[src/hw/rtl/segint_pkg.sv]
package segint_pkg;

  // Coordinate formats: inputs and offsets are 23-bit signed fixed point.
  localparam int CoordW   = 23;
  localparam int SumW     = CoordW + 1;
  localparam int DiffW    = SumW + 1;
  localparam int ProdW    = 2 * DiffW;
  localparam int NumW     = ProdW + 1;
  localparam int FracBits = 8;
  localparam int CfgIdxW  = 3;

  localparam logic [SumW-1:0] FracMask = SumW'((64'd1 << FracBits) - 64'd1);

  typedef enum logic [CfgIdxW-1:0] {
    CfgOwnX   = 3'd0,
    CfgOwnY   = 3'd1,
    CfgOtherX = 3'd2,
    CfgOtherY = 3'd3
  } cfg_idx_e;

  typedef struct packed {
    logic signed [CoordW-1:0] own_x;
    logic signed [CoordW-1:0] own_y;
    logic signed [CoordW-1:0] other_x;
    logic signed [CoordW-1:0] other_y;
  } offsets_t;

  // Everything the back half needs, as produced by the front half.
  typedef struct packed {
    logic signed [DiffW-1:0] ax;
    logic signed [DiffW-1:0] ay;
    logic signed [DiffW-1:0] bx;
    logic signed [DiffW-1:0] by;
    logic signed [DiffW-1:0] cx;
    logic signed [DiffW-1:0] cy;
    logic signed [SumW-1:0]  ix0;
    logic signed [SumW-1:0]  ix1;
    logic signed [SumW-1:0]  ix2;
    logic signed [SumW-1:0]  ix3;
    logic signed [SumW-1:0]  iy0;
    logic signed [SumW-1:0]  iy1;
    logic signed [SumW-1:0]  iy2;
    logic signed [SumW-1:0]  iy3;
  } front_t;

  // Integer part, truncated toward zero.
  function automatic logic signed [SumW-1:0] int_part(logic signed [SumW-1:0] v);
    logic signed [SumW-1:0] sh;
    logic                   frac_nz;
    sh      = v >>> FracBits;
    frac_nz = |(v & FracMask);
    return sh + SumW'(v[SumW-1] && frac_nz);
  endfunction

endpackage

[src/hw/rtl/segint_cfg_regs.sv]
module segint_cfg_regs (
  input  logic                                clk_i,
  input  logic                                rst_ni,
  input  logic                                cfg_valid_i,
  input  logic [segint_pkg::CfgIdxW-1:0]      cfg_index_i,
  input  logic [segint_pkg::CoordW-1:0]       cfg_data_i,
  output logic                                cfg_ready_o,
  output segint_pkg::offsets_t                offsets_o
);
  import segint_pkg::*;

  offsets_t offsets_d, offsets_q;

  assign cfg_ready_o = 1'b1;

  always_comb begin
    offsets_d = offsets_q;
    if (cfg_valid_i) begin
      case (cfg_idx_e'(cfg_index_i))
        CfgOwnX:   offsets_d.own_x   = cfg_data_i;
        CfgOwnY:   offsets_d.own_y   = cfg_data_i;
        CfgOtherX: offsets_d.other_x = cfg_data_i;
        CfgOtherY: offsets_d.other_y = cfg_data_i;
        default:   offsets_d = offsets_q;
      endcase
    end
  end

  always_ff @(posedge clk_i or negedge rst_ni) begin
    if (!rst_ni) begin
      offsets_q <= '0;
    end else begin
      offsets_q <= offsets_d;
    end
  end

  assign offsets_o = offsets_q;

endmodule

[config.mk]
export PLATFORM = sky130hd
export DESIGN_NAME = segint_cfg_regs
export DESIGN_NICKNAME = d
export VERILOG_FILES = /design/src/hw/rtl/segint_pkg.sv /design/src/hw/rtl/segint_cfg_regs.sv
export SDC_FILE = /design/constraint.sdc
export NUM_CORES = 1
export LEC_CHECK = 0
export BUFFER_PORTS_ARGS = -buffer_cell sky130_fd_sc_hd__buf_2
export CAP_MARGIN = 15
export CORE_UTILIZATION = 41
export DETAILED_ROUTE_END_ITERATION = 8
export PLACE_DENSITY = 0.65
export SYNTH_ARGS = -nofsm -noshare
export SYNTH_HDL_FRONTEND = slang
export SYNTH_SLANG_ARGS = --single-unit
[constraint.sdc]
create_clock -name clk_i -period 1.1 [get_ports clk_i]
set_input_delay 0 -clock clk_i [delete_from_list [all_inputs] [get_ports clk_i]]
set_output_delay 0 -clock clk_i [all_outputs]
set_load 0.01 [all_outputs]
==> impl_metrics.tcl <==
set metrics [dict create \
    status "finished clean" \
    cts.hold.buffers_added 24 \
    synth_area_leaders "dfrtp_1 66%, mux2_2 28%, buf_6 1.9%" \
    drc 0 \
    worst_skew_pair.late_latency_ns 0.34 \
    synth_nets 229 \
    syn_area_um2 3490 \
    grt_setup_unrepaired "false" \
    layout.cells.non_filler 463 \
    cts.sinks 92 \
    cts_setup_buffers 0 \
    cp_max_fo 2 \
    synthMuxAreaShare_pct 29.7 \
    slowest_stage "dfrtp_1" \
    min_period_ns 0.888 \
    final_cell_mix "119 x buf_2, 92 x dfrtp_1, 87 x mux2_2" \
    floorplan.initialDensity_pct 42.5 \
    avgRoutedWirePerCell_um 15.7 \
    critPathRequiredTime_ns 1.10 \
    slowest_delay_ns 0.40 \
    setup_viol_count_final 0 \
    fin_nets 382 \
    fp-row-count 33 \
    synth_compound_area_share_pct 0 \
    vias 2217 \
    leakage_nw 2.27 \
    pin_count 122 \
    synth_top_family_by_area "multiplexers" \
    post-route-util_pct 57.4 \
    gp_congestion 0.727 \
    yosysSeqAreaShare_pct 66.0 \
    post_cts_resize_count 0 \
    cts_root_buffer "clkbuf_8" \
    vdd_drop_max_mv 1.08 \
    crit_type "flop to primary output" \
    clock_path_buffers 2 \
    fin_area_um2 4720 \
    regToRegSetupSlack_ns 0.30 \
    p_per_area_nw_per_um2 1910 \
    grt_pass1_wl_um 11500 \
    die-area_um2 8880 \
    grt-ovfl-total 0 \
    antenna_found_initial 0 \
    layout-drive-gt1-share_pct 65.6 \
    place_area_um2 4260 \
    combPwrFrac_pct 24.5 \
    multi_input_area_um2 1120 \
    maxCapViolations 0 \
    switchingPower_mw 2.53 \
    r2r-start "offsets_o[42]" \
    htreeDepth 3 \
    crit_path_cell_trace "buf_2" \
    cts.clk_slew.worst_paths_ns 0.08 \
    num-fill-cells 678 \
    critical_path_buf_inv_count 1 \
    switching_share_pct 28.1 \
    hold_ws_ns 0.0651 \
    post-synth-top-area-fraction_pct 66.0 \
    yosysWarningCount 0 \
    vias_per_cell 4.79 \
    grt_pass1_vias 2272 \
    start_kind "flop" \
    clkPwrFrac_pct 25.8 \
    die_y_um 94.3 \
    synth_xor_area_share_pct 0 \
    skew_ns 0 \
    syn2layout_area_growth_pct 35.1 \
    cts_tree "done" \
    postSynthCellCount 200 \
    p_int_mw 6.47 \
    drtPass1Iterations 3 \
    synth_fa_ha_area_share_pct 0 \
    port_buffers 120 \
    r2r-end "offsets_o[42]" \
    dp_hpwl_um 5020 \
    final_common_cell "buf_2" \
    largest_register_ffs 92 \
    cp_top_family "flip-flops" \
    max_freq_mhz 1130 \
    place_ws_ns -0.139 \
    core_um2 8220 \
    drt_iter0_markers 10 \
    syn_area_per_cell_um2 17.4 \
    arrival_ns 0.89 \
    die_x_um 94.3 \
    dp.cells 423 \
    grt_start_max_net_pins 41 \
    final-seq-area_um2 2300 \
    synth-simple-area-share_pct 1.51 \
    layout_setup_ws_ns 0.212 \
    yosys.area.top_type "dfrtp_1" \
    min_path_type "input pin to asynchronous set/reset pin" \
    drt-total-wl_um 7290 \
    final_max_slew_viol_count 0 \
    final_hold_viol_count 0 \
    synth_cell_types 10 \
    rr_worst_depth 1 \
    end_kind "primary output" \
    n_antenna_cell 0 \
    antenna_left 0 \
    ys_seq_elements 92 \
    seq_power_share_pct 49.7 \
    grt_usage_pct 17.4 \
    cts-buffers-inserted 9 \
    fin_crit_sh_pct 80.7 \
]
## metal layers
| metal | part of all wire (%) | global-route usage [%] |
|---|---|---|
| met2 | 45 | 26.3 |
| met1 | 45 | 22.8 |
| met3 | 8.7 | 5.83 |
| met5 | 0 | 0 |
| met4 | 1.2 | 6.92 |
## final cells by class
cell class	count	area share, %
Sequential cell	92	48.8
Tap cell	105	2.79
Clock buffer	11	3.21
Timing Repair Buffer	153	20.1
Clock inverter	5	1.27
Multi-Input combinational cell	97	23.8
## power groups by stage
stage          clock, mW  sequential, mW  combinational (mW)
4_1_cts             2.40            4.49                2.24
2_1_floorplan          0            4.90               0.705
3_5_place_dp           0            4.54                2.17
3_3_place_gp           0            4.52                2.13
5_1_grt             2.51            4.58                2.41
6_report            2.32            4.47                2.21
## how the worst max path moves through the flow
stage	startpoint	cells past startpoint	end	slack [ns]
after floorplan	cfg_index_i[0]	3	offsets_o[69]	0.07
after global placement	cfg_index_i[0]	4	offsets_o[41]	-0.13
after detailed placement	cfg_index_i[0]	4	offsets_o[41]	-0.14
after CTS	offsets_o[35]	1	offsets_o[35]	0.19
after global routing	offsets_o[35]	1	offsets_o[35]	0.16
final	offsets_o[0]	1	offsets_o[0]	0.21
## stage by stage
step / power, mW / TNS, ns
CTS: 9.12 / 0
global placement: 6.65 / -5.76
detailed placement: 6.71 / -7.60
finish: 9.00 / 0
floorplan: 5.61 / 0
global route: 9.50 / 0
## Yosys cell counts
cell and count:
nor4b_4 1, buf_6 6, buf_4 1, mux2_1 5
nor4bb_1 2, mux2_2 87, buf_2 4, conb_1 1
nand4b_1 1, dfrtp_1 92
## kinds of logic (layout without fill, tap and decap cells)
| logic type | Yosys count | count (layout) |
|---|---|---|
| flip-flops | 92 | 92 |
| AND/OR/NAND/NOR | 4 | 4 |
| other | 1 | 1 |
| multiplexers | 92 | 92 |
| buffers and inverters | 11 | 169 |
(Power assumes the default switching activity.)
