<file path="config.mk">
export PLATFORM = sky130hd
export DESIGN_NAME = segint_front
export DESIGN_NICKNAME = d
export VERILOG_FILES = /design/src/hw/rtl/segint_pkg.sv /design/src/hw/rtl/segint_front.sv
export SDC_FILE = /design/constraint.sdc
export NUM_CORES = 1
export LEC_CHECK = 0
export ABC_AREA = 1
export BUFFER_PORTS_ARGS = -buffer_cell sky130_fd_sc_hd__buf_2
export CELL_PAD_IN_SITES_DETAIL_PLACEMENT = 1
export CELL_PAD_IN_SITES_GLOBAL_PLACEMENT = 2
export CORE_MARGIN = 1
export CORE_UTILIZATION = 33
export CTS_CLUSTER_DIAMETER = 120
export DETAILED_ROUTE_END_ITERATION = 8
export GPL_TIMING_DRIVEN = 0
export MAX_ROUTING_LAYER = met4
export PLACE_DENSITY = 0.95
export SYNTH_ARGS = -nofsm -noshare
export SYNTH_HDL_FRONTEND = slang
export SYNTH_SLANG_ARGS = --single-unit
</file>
<file path="constraint.sdc">
create_clock -name clk_i -period 4.2 [get_ports clk_i]
set_input_delay 0.84 -clock clk_i [delete_from_list [all_inputs] [get_ports clk_i]]
set_output_delay 0.84 -clock clk_i [all_outputs]
set_load 0.02 [all_outputs]
</file>
<file path="src/hw/rtl/segint_pkg.sv">
package segint_pkg;

  // Coordinate formats: inputs and offsets are 23-bit signed fixed point.
  localparam int CoordW   = 23;
  localparam int SumW     = CoordW + 1;
  localparam int DiffW    = SumW + 1;
  localparam int ProdW    = 2 * DiffW;
  localparam int NumW     = ProdW + 1;
  localparam int FracBits = 8;
  localparam int CfgIdxW  = 3;

  localparam logic [SumW-1:0] FracMask = SumW'((64'd1 << FracBits) - 64'd1);

  typedef enum logic [CfgIdxW-1:0] {
    CfgOwnX   = 3'd0,
    CfgOwnY   = 3'd1,
    CfgOtherX = 3'd2,
    CfgOtherY = 3'd3
  } cfg_idx_e;

  typedef struct packed {
    logic signed [CoordW-1:0] own_x;
    logic signed [CoordW-1:0] own_y;
    logic signed [CoordW-1:0] other_x;
    logic signed [CoordW-1:0] other_y;
  } offsets_t;

  // Everything the back half needs, as produced by the front half.
  typedef struct packed {
    logic signed [DiffW-1:0] ax;
    logic signed [DiffW-1:0] ay;
    logic signed [DiffW-1:0] bx;
    logic signed [DiffW-1:0] by;
    logic signed [DiffW-1:0] cx;
    logic signed [DiffW-1:0] cy;
    logic signed [SumW-1:0]  ix0;
    logic signed [SumW-1:0]  ix1;
    logic signed [SumW-1:0]  ix2;
    logic signed [SumW-1:0]  ix3;
    logic signed [SumW-1:0]  iy0;
    logic signed [SumW-1:0]  iy1;
    logic signed [SumW-1:0]  iy2;
    logic signed [SumW-1:0]  iy3;
  } front_t;

  // Integer part, truncated toward zero.
  function automatic logic signed [SumW-1:0] int_part(logic signed [SumW-1:0] v);
    logic signed [SumW-1:0] sh;
    logic                   frac_nz;
    sh      = v >>> FracBits;
    frac_nz = |(v & FracMask);
    return sh + SumW'(v[SumW-1] && frac_nz);
  endfunction

endpackage

</file>
<file path="src/hw/rtl/segint_front.sv">
module segint_front (
  input  logic                                  clk_i,
  input  logic                                  rst_ni,
  input  logic                                  valid_i,
  input  logic signed [segint_pkg::CoordW-1:0]  own_start_x_i,
  input  logic signed [segint_pkg::CoordW-1:0]  own_start_y_i,
  input  logic signed [segint_pkg::CoordW-1:0]  own_end_x_i,
  input  logic signed [segint_pkg::CoordW-1:0]  own_end_y_i,
  input  logic signed [segint_pkg::CoordW-1:0]  other_start_x_i,
  input  logic signed [segint_pkg::CoordW-1:0]  other_start_y_i,
  input  logic signed [segint_pkg::CoordW-1:0]  other_end_x_i,
  input  logic signed [segint_pkg::CoordW-1:0]  other_end_y_i,
  input  segint_pkg::offsets_t                  offsets_i,
  output logic                                  valid_o,
  output segint_pkg::front_t                    front_o
);
  import segint_pkg::*;

  logic signed [SumW-1:0] x0_d, y0_d, x1_d, y1_d, x2_d, y2_d, x3_d, y3_d;
  logic signed [SumW-1:0] x0_q, y0_q, x1_q, y1_q, x2_q, y2_q, x3_q, y3_q;
  logic                   v1_q, v2_q;
  front_t                 front_d, front_q;

  // Stage 1: place each endpoint by its shape's offset.
  assign x0_d = SumW'(own_start_x_i)   + SumW'(offsets_i.own_x);
  assign y0_d = SumW'(own_start_y_i)   + SumW'(offsets_i.own_y);
  assign x1_d = SumW'(own_end_x_i)     + SumW'(offsets_i.own_x);
  assign y1_d = SumW'(own_end_y_i)     + SumW'(offsets_i.own_y);
  assign x2_d = SumW'(other_start_x_i) + SumW'(offsets_i.other_x);
  assign y2_d = SumW'(other_start_y_i) + SumW'(offsets_i.other_y);
  assign x3_d = SumW'(other_end_x_i)   + SumW'(offsets_i.other_x);
  assign y3_d = SumW'(other_end_y_i)   + SumW'(offsets_i.other_y);

  always_ff @(posedge clk_i) begin
    x0_q <= x0_d;
    y0_q <= y0_d;
    x1_q <= x1_d;
    y1_q <= y1_d;
    x2_q <= x2_d;
    y2_q <= y2_d;
    x3_q <= x3_d;
    y3_q <= y3_d;
  end

  // Stage 2: edge vectors and truncated integer parts.
  always_comb begin
    front_d.ax  = DiffW'(x1_q) - DiffW'(x0_q);
    front_d.ay  = DiffW'(y1_q) - DiffW'(y0_q);
    front_d.bx  = DiffW'(x2_q) - DiffW'(x3_q);
    front_d.by  = DiffW'(y2_q) - DiffW'(y3_q);
    front_d.cx  = DiffW'(x0_q) - DiffW'(x2_q);
    front_d.cy  = DiffW'(y0_q) - DiffW'(y2_q);
    front_d.ix0 = int_part(x0_q);
    front_d.ix1 = int_part(x1_q);
    front_d.ix2 = int_part(x2_q);
    front_d.ix3 = int_part(x3_q);
    front_d.iy0 = int_part(y0_q);
    front_d.iy1 = int_part(y1_q);
    front_d.iy2 = int_part(y2_q);
    front_d.iy3 = int_part(y3_q);
  end

  always_ff @(posedge clk_i) begin
    front_q <= front_d;
  end

  always_ff @(posedge clk_i or negedge rst_ni) begin
    if (!rst_ni) begin
      v1_q <= 1'b0;
      v2_q <= 1'b0;
    end else begin
      v1_q <= valid_i;
      v2_q <= v1_q;
    end
  end

  assign valid_o = v2_q;
  assign front_o = front_q;

endmodule

</file>
==> run metrics, run 1 <==
gr usage total=27.2%; mean area per synthesized cell=6.03 um2; Starting Density=33.5%; Mapped Area=37200 um2; WP data arrival=2.85 ns; Final Hold Fails=0; max_cap viols=0; DRT iter0 DRCs=1652; # port buffers=621; asr flop ratio synth=0.417%; global-route met2 utilization=46.6%; status=complete, no violations; initial antenna violation count=17; cell mode on critical path=ha_1; Max Slew Vio Count=0; via count=39300; Via density=4.68; largest net degree at the start of global routing=15; drt wl/cell=18.5 um; Slew HR=43.6%; die width=338 um; count leader, synth=nand2_1; CTS tree=built; Rows=122; period utilization=59.9%; number of flops mapped to enable cells by yosys=0; first-pass GRT wire length=228000 um; Die Footprint=114000 um2; layout cells sized above 1=12.1%; Yosys warnings=0; Post-Place Cells=8283; Placer Congestion=0.984; unrepaired setup endpoints after global routing=no; register area share after synthesis=25.8%; top-level port count=622; vias in the first global route=39500; Tot Pwr=24.5 mW; Worst path slowest cell=dfxtp_1; clock transition at the registers of the reported paths=0.06 ns; Critical Path Max Stage Delay=0.60 ns; leading area contributor after synthesis=dfxtp_1; CTS max path bufs=3; CP required=4.54 ns; Die Y=338 um; TNS Setup=0 ns; Crit Path Max Fanout=4; Hold Crit Class=in -> reg; setup repair bufs after CTS=0; Synth area leaders=dfxtp_1 26%, nand2_1 25%, inv_1 13%; busiest grt layer=met2; Post-synth top flop=dfxtp_1; routing usage on met3=3.86%; clock latency at the later pin of the worst-skew pair=0.65 ns; Setup Skew=0.0368 ns; GR Overflow Total=0; CTS root buf=clkbuf_16; synthesized instance count=6174; Worst Path Buf+Inv=0; Period minus WS final=2.51 ns; post-synth top area share=25.7%; Top delay family on crit path=simple AND/OR/NAND/NOR gates; worst IR drop on VDD=0.456 mV; clock sinks=480; Post-Route WL=155000 um; Synth Net Count=6811; drt first pass iters=7; worst setup path class=reg -> reg; Post-DP HPWL=136000 um; total CTS buffers=55; worst-path cell chain=nor4_1 > a21oi_1 > ha_1 > ha_1 > nand2_1 > nor2_2 > nand3_2 > nor2_4 > a41oi_1; critical path capture point type=flop; final setup vio count=0; H-tree depth=2; Final nets=7490; Final ANT Viol Nets=0; top cells by count, synth=2446 x nand2_1, 1337 x inv_1, 478 x dfxtp_1; startpoint types=flop; met1 usage=32.6%; Pleak=26.5 nW; Slew @ Worst Pin=0.836 ns; Pwr Density=556 nW/um2; fmax=0.398 GHz; fin cells=8396; Distinct cells, synth=38; Synth Register Bits=480; DRC=0; Syn-to-layout area delta=18.4%; core footprint=111000 um2
## what timing repair did
action | CTS | global route
gates resized for setup | 0 | 0
hold buffers | 1 | 0
hold endpoints to repair | 2 | 0
endpoints found under the setup margin | 0 | 0
## cell families after synthesis
group	Yosys count	synth area share [%]
compound gates	193	2.66
simple gates	3469	38.0
fa+ha+maj	358	12.3
buf+inv	1396	14.7
xor+xnor	278	6.56
flops	480	25.8
## metrics by stage
| step | hold slack (ns) | setup slack (ns) | area [um2] | utilization (%) |
|---|---|---|---|---|
| floorplan | 0.331 | 2.01 | 37200 | - |
| global placement | 0.338 | 1.48 | 42200 | 37.9 |
| detailed placement | 0.371 | 1.45 | 42200 | 37.9 |
| CTS | 0.270 | 1.63 | 44100 | 39.6 |
| global route | 0.285 | 1.53 | 44100 | 39.6 |
| finish | 0.311 | 1.69 | 44100 | 39.6 |
## path summary, 6_finish.rpt
path	end	cells past startpoint	start	slack, ns
setup / recovery	front_o[136]	9	x2_q[1]	1.69
min in group asynchronous	v1_q	2	rst_ni	0.52
hold / removal	v1_q	1	valid_i	0.31
max in group asynchronous	valid_o	2	rst_ni	3.58
hold reg to reg	valid_o	0	v1_q	0.38
setup reg to reg	front_o[136]	9	x2_q[1]	1.69
## flip-flops by register name (all words and copies together) (netlist names)
| signal | cells |
|---|---|
| v1_q | 1 |
| front_o | 286 |
| valid_o | 1 |
| y0_q | 24 |
| x1_q | 24 |
| y2_q | 24 |
| x0_q | 24 |
| x3_q | 24 |
| y3_q | 24 |
| y1_q | 24 |
| x2_q | 24 |
## placed cells by master, fill, tap and decap left out, drive strengths merged, types with 5 or more instances in the layout
cell type | Yosys | layout
clkbuf | 0 | 73
xnor2 | 21 | 21
buf | 57 | 678
nor3 | 52 | 52
or2 | 13 | 13
diode | 0 | 10
clkinv | 0 | 13
inv | 1339 | 1349
and2 | 8 | 8
o21ai | 7 | 7
nand2 | 2452 | 2452
nand4 | 85 | 85
nand3 | 328 | 328
nor2 | 481 | 481
fa | 14 | 14
nor4 | 19 | 19
a31oi | 5 | 5
ha | 344 | 344
xor2 | 257 | 257
dfxtp | 478 | 478
a21oi | 180 | 180
nand3b | 29 | 29
## layer usage
metal | part of all wire, % | vias up | routed length (um)
li1 | - | 19900 | -
met1 | 44 | 18300 | 68300
met2 | 48 | 849 | 73900
met3 | 4.7 | 245 | 7290
met4 | 3.6 | 0 | 5630
met5 | 0 | - | 0
## worst reg2reg max path, stage by stage (launching register included)
cell	delay [ns]
dfxtp_1	0.60
nor4_1	0.11
a21oi_1	0.16
ha_1	0.20
ha_1	0.20
nand2_1	0.08
nor2_2	0.16
nand3_2	0.13
nor2_4	0.18
a41oi_1	0.41
## layout make-up
cell class                 count  area (um2)
antenna                       10        25.0
buffer                        57         428
clock buffer                  73        1530
clock inverter                29         312
fill                       15200       67200
inverter                    1339        5030
multi-input combinational   4298       22200
sequential                   480        9620
tap                         1488        1860
timing repair buffer         622        3120
## where the power goes
group | total, mW | internal (mW) | switching, mW
Clock | 4.93 | 2.79 | 2.14
Combinational | 12.5 | 3.83 | 8.64
Sequential | 7.11 | 6.05 | 1.06
Total | 24.5 | 12.7 | 11.8
Note: power is estimated with default switching activity, not from simulation.
==> run 2, diff against run 1 <==
- CORE_UTILIZATION: 33 -> 27
- PLACE_DENSITY: 0.95 -> 0.85
- clock period: 4.2 -> 2.1 ns (I/O delays scaled with it)
==> run metrics, run 2 (synthesized netlist as in run 1, its figures left out) <==
status=complete, no violations; die width=373 um; fmax=0.481 GHz; dpl ws=-0.526 ns; Storage cell area=9800 um2; Final ANT Viol Nets=0; critical path capture point type=flop; Worst path slowest cell=dfxtp_4; CTS max path bufs=3; startpoint types=flop; Starting Density=27.3%; Final nets=7525; Setup Skew=0.0459 ns; Crit Path Max Fanout=3; Flop pwr share=28.8%; Slew HR=64.1%; FILL cells=18100; Slew @ Worst Pin=0.536 ns; Post-DP HPWL=142000 um; Die Footprint=139000 um2; Pwr Density=1110 nW/um2; Critical Path Max Stage Delay=0.37 ns; commonest non-fill, non-tap cell in the layout=nand2_1; Int Pwr=26.1 mW; Via density=4.46; DRC=0; initial antenna violation count=13; period utilization=99.0%; # port buffers=621; Period minus WS final=2.08 ns; Hold Crit Class=in -> reg; Pleak=26.7 nW; unrepaired setup endpoints after global routing=yes; H-tree depth=2; core footprint=136000 um2; max_cap viols=0; WP data arrival=2.64 ns; DRT iter0 DRCs=1594; total CTS buffers=58; final setup vio count=0; setup ws final=0.0200 ns; drt wl/cell=18.5 um; worst-path cell chain=clkinvlp_4 > a21oi_2 > ha_4 > ha_4 > nand2_4 > nor3_4 > nand4_1 > nor2_1 > nor2_1 > nor2_2; clock sinks=480; clock power share=20.9%; top-level port count=622; CTS tree=built; largest net degree at the start of global routing=18; layout cells sized above 1=15.7%; worst setup path class=reg -> reg; Psw=24.5 mW; worst IR drop on VDD=0.739 mV; max FFs per register=286; drt first pass iters=5; via count=38900; vias in the first global route=40200; clock latency at the later pin of the worst-skew pair=0.69 ns; Syn-to-layout area delta=22.6%; first-pass GRT wire length=239000 um; Post-Route WL=161000 um; Switching Fraction=48.4%; multi-input logic area=22700 um2; Placer Congestion=0.967; CP required=2.66 ns; Rows=135; clock transition at the registers of the reported paths=0.07 ns; GR Overflow Total=0; gr usage total=23.2%; Final Hold Fails=0; Max Slew Vio Count=0; highest-count cells in the layout ignoring fill and taps=2428 x nand2_1, 1325 x inv_1, 621 x buf_2; CTS root buf=clkbuf_16; combinational share of power=50.3%; TNS Setup=0 ns; Die Y=373 um
[run 2: cell type report]
cell class / count / share of cell area [%]
multi-input cells: 4298 / 49.7
flip-flops and latches: 480 / 21.5
inverters: 1339 / 11.1
repair buffers: 654 / 7.44
well taps: 1781 / 4.88
clock buffers: 71 / 3.48
clock inverters: 38 / 0.949
plain buffers: 57 / 0.938
diodes: 5 / 0.0274
[run 2: repair_timing]
item | CTS | global route
setup endpoints to repair | 92 | 86
pin swaps | 8 | 15
setup buffers | 6 | 12
hold buffers | 15 | 0
gates resized for setup | 109 | 161
hold endpoints to repair | 10 | 0
[run 2: worst max-delay path, delay by kind of cell, from the launching register on]
| family | cells | cell delay [ns] |
|---|---|---|
| fa+ha+maj | 2 | 0.33 |
| buf+inv | 1 | 0.16 |
| compound gates | 1 | 0.19 |
| simple gates | 6 | 0.92 |
| flops | 1 | 0.37 |
[run 2: metrics by stage]
step | area [um2] | total power, mW | instances | util [%] | hold WS [ns]
6_report | 45600 | 50.6 | 8723 | 33.5 | 0.0478
5_1_grt | 45600 | 54.1 | 8722 | 33.5 | 0.0217
4_1_cts | 45100 | 50.7 | 8706 | 33.1 | 0.000341
3_5_place_dp | 42600 | 39.5 | 8576 | 31.3 | 0.210
3_3_place_gp | 42600 | 39.3 | 8576 | 31.3 | 0.208
2_1_floorplan | 37200 | 29.2 | 6174 | - | 0.124
[run 2: per-layer routing]
metal,track usage [%],up-vias,share of wire (%)
met3,3.03,218,3.9
met2,40.5,729,49
met1,27.5,18100,44
met5,-,-,0
li1,-,19900,-
met4,6.95,0,3.2
[run 2: power by group through the flow]
| stage | logic, mW | clock network (mW) | registers, mW |
|---|---|---|---|
| floorplan | 13.1 | 0 | 16.1 |
| global placement | 24.7 | 0 | 14.6 |
| detailed placement | 24.9 | 0 | 14.6 |
| CTS | 25.3 | 10.9 | 14.5 |
| global route | 28.1 | 11.2 | 14.8 |
| finish | 25.4 | 10.6 | 14.6 |
[run 2: final timing paths]
kind | startpoint | to | cells past startpoint | slack [ns]
max | y0_q[23] | front_o[86] | 10 | 0.02
min | offsets_i[0] | y2_q[0] | 2 | 0.05
max reg2reg | y0_q[23] | front_o[86] | 10 | 0.02
min reg2reg | v1_q | valid_o | 0 | 0.35
max in group asynchronous | rst_ni | valid_o | 3 | 1.38
min in group asynchronous | rst_ni | v1_q | 3 | 0.59
==> run 3, diff against run 2 <==
- MAX_ROUTING_LAYER: met4 -> not set
==> run metrics, run 3 (synthesized netlist as in run 1, its figures left out) <==
Slew HR=67.3%; cell mode on critical path=nand3_2; DRT iter0 DRCs=1630; top-level port count=622; fmax=0.485 GHz; unrepaired setup endpoints after global routing=yes; max_cap viols=0; end-of-flow core utilization=33.4%; Final nets=7522; clock transition at the registers of the reported paths=0.06 ns; die width=373 um; Period minus WS final=2.06 ns; via count=39100; Critical R2R Launch=y2_q[7]; GR Overflow Total=0; final setup vio count=0; R2R Setup Slk=0.04 ns; Die Y=373 um; initial antenna violation count=13; core footprint=136000 um2; CTS max path bufs=3; CTS tree=built; fin cells=8715; first-pass GRT wire length=238000 um; H-tree depth=2; total CTS buffers=57; status=complete, no violations; Crit Path Max Fanout=3; Pwr Density=1110 nW/um2; period utilization=98.2%; Critical Path Max Stage Delay=0.47 ns; Worst path slowest cell=dfxtp_1; Post-Route WL=160000 um; largest net degree at the start of global routing=17; vias in the first global route=40100; Post-Place Cells=8576; Fin Hold WS=0.0517 ns; startpoint types=flop; highest-count cells in the layout ignoring fill and taps=2433 x nand2_1, 1331 x inv_1, 621 x buf_2; CTS root buf=clkbuf_16; Pleak=26.7 nW; drt first pass iters=5; clock latency at the later pin of the worst-skew pair=0.68 ns; clock sinks=480; dpl ws=-0.538 ns; setup ws final=0.0371 ns; Syn-to-layout area delta=22.2%; critical path capture point type=flop; RR Endpoint=front_o[39]; TNS Setup=0 ns; Hold Crit Class=in -> async; layout cells sized above 1=15.1%; Via density=4.49; max FFs per register=286; Slew @ Worst Pin=0.489 ns; Top delay family on crit path=simple AND/OR/NAND/NOR gates; worst-path cell chain=nor4_1 > a21oi_1 > ha_2 > nand3_2 > nor3_4 > nand3_2 > nor2_1 > xor2_2; Final ANT Viol Nets=0; Die Footprint=139000 um2; Final Hold Fails=0; Setup Skew=0.0524 ns; R2R cell count=8; drt wl/cell=18.4 um; gr usage total=22.4%; commonest non-fill, non-tap cell in the layout=nand2_1; CP required=2.65 ns; WP data arrival=2.61 ns; DRC=0; Post-DP HPWL=141000 um; Starting Density=27.3%; Worst Path Buf+Inv=0; worst IR drop on VDD=0.716 mV; Max Slew Vio Count=0; Rows=135; # port buffers=621; Placer Congestion=0.941; worst setup path class=reg -> reg
## run 3: cell count changes in the layout (fill, tap and decap cells not counted), moves of 5 or more
cell and delta:
a21oi_2 -5, clkbuf_8 -6, dfxtp_1 +8, ha_1 +13, ha_2 -13, inv_1 +6, nand2_1 +5, nor2_2 -10
nor2_4 +6
## run 3: where the power goes
part / switching (mW) / internal (mW) / total (mW)
Clock: 4.71 / 5.75 / 10.5
Combinational: 17.5 / 7.93 / 25.4
Sequential: 2.34 / 12.2 / 14.5
## run 3: worst register-to-register path, stage by stage, from the launching register on
cell and delay (ns):
dfxtp_1 0.47, nor4_1 0.10, a21oi_1 0.18, ha_2 0.24, nand3_2 0.12, nor3_4 0.28
nand3_2 0.14, nor2_1 0.20, xor2_2 0.25
## run 3: metal layers
layer  GRT usage [%]  wire length [um]
met2            39.5             76100
met1            27.3             70900
met3            3.37              7100
met4            8.15              6290
met5               0                23
## run 3: worst max path at each step
| stage | from | to | slack [ns] | cells past startpoint |
|---|---|---|---|---|
| 2_1_floorplan | other_end_y_i[0] | y3_q[12] | 0.33 | 9 |
| 5_1_grt | x2_q[8] | front_o[235] | -0.03 | 12 |
| 3_5_place_dp | y0_q[1] | front_o[86] | -0.54 | 10 |
| 6_report | y2_q[7] | front_o[39] | 0.04 | 8 |
| 3_3_place_gp | y0_q[1] | front_o[86] | -0.49 | 10 |
| 4_1_cts | y0_q[13] | front_o[311] | -0.0007 | 10 |
## run 3: metrics by stage
stage,power (mW),cell area (um2)
after floorplan,29.2,37200
after global placement,39.2,42600
after detailed placement,39.5,42600
after CTS,50.5,45000
after global routing,53.9,45500
final,50.4,45500
## run 3: area by class of cell
class / instances / area, um2
fill: 18100 / 90600
multi-input combinational: 4298 / 22700
sequential: 480 / 9780
inverter: 1339 / 5040
timing repair buffer: 652 / 3390
tap: 1781 / 2230
clock buffer: 66 / 1490
clock inverter: 41 / 480
buffer: 57 / 428
antenna: 1 / 2.50
## run 3: what timing repair did
action                                  4_1_cts  5_1_grt
hold buffers                                 14        0
endpoints found under the setup margin       86       90
hold endpoints to repair                     11        0
pin swaps                                    10       13
setup buffers                                 8        9
resized for setup                           102      132
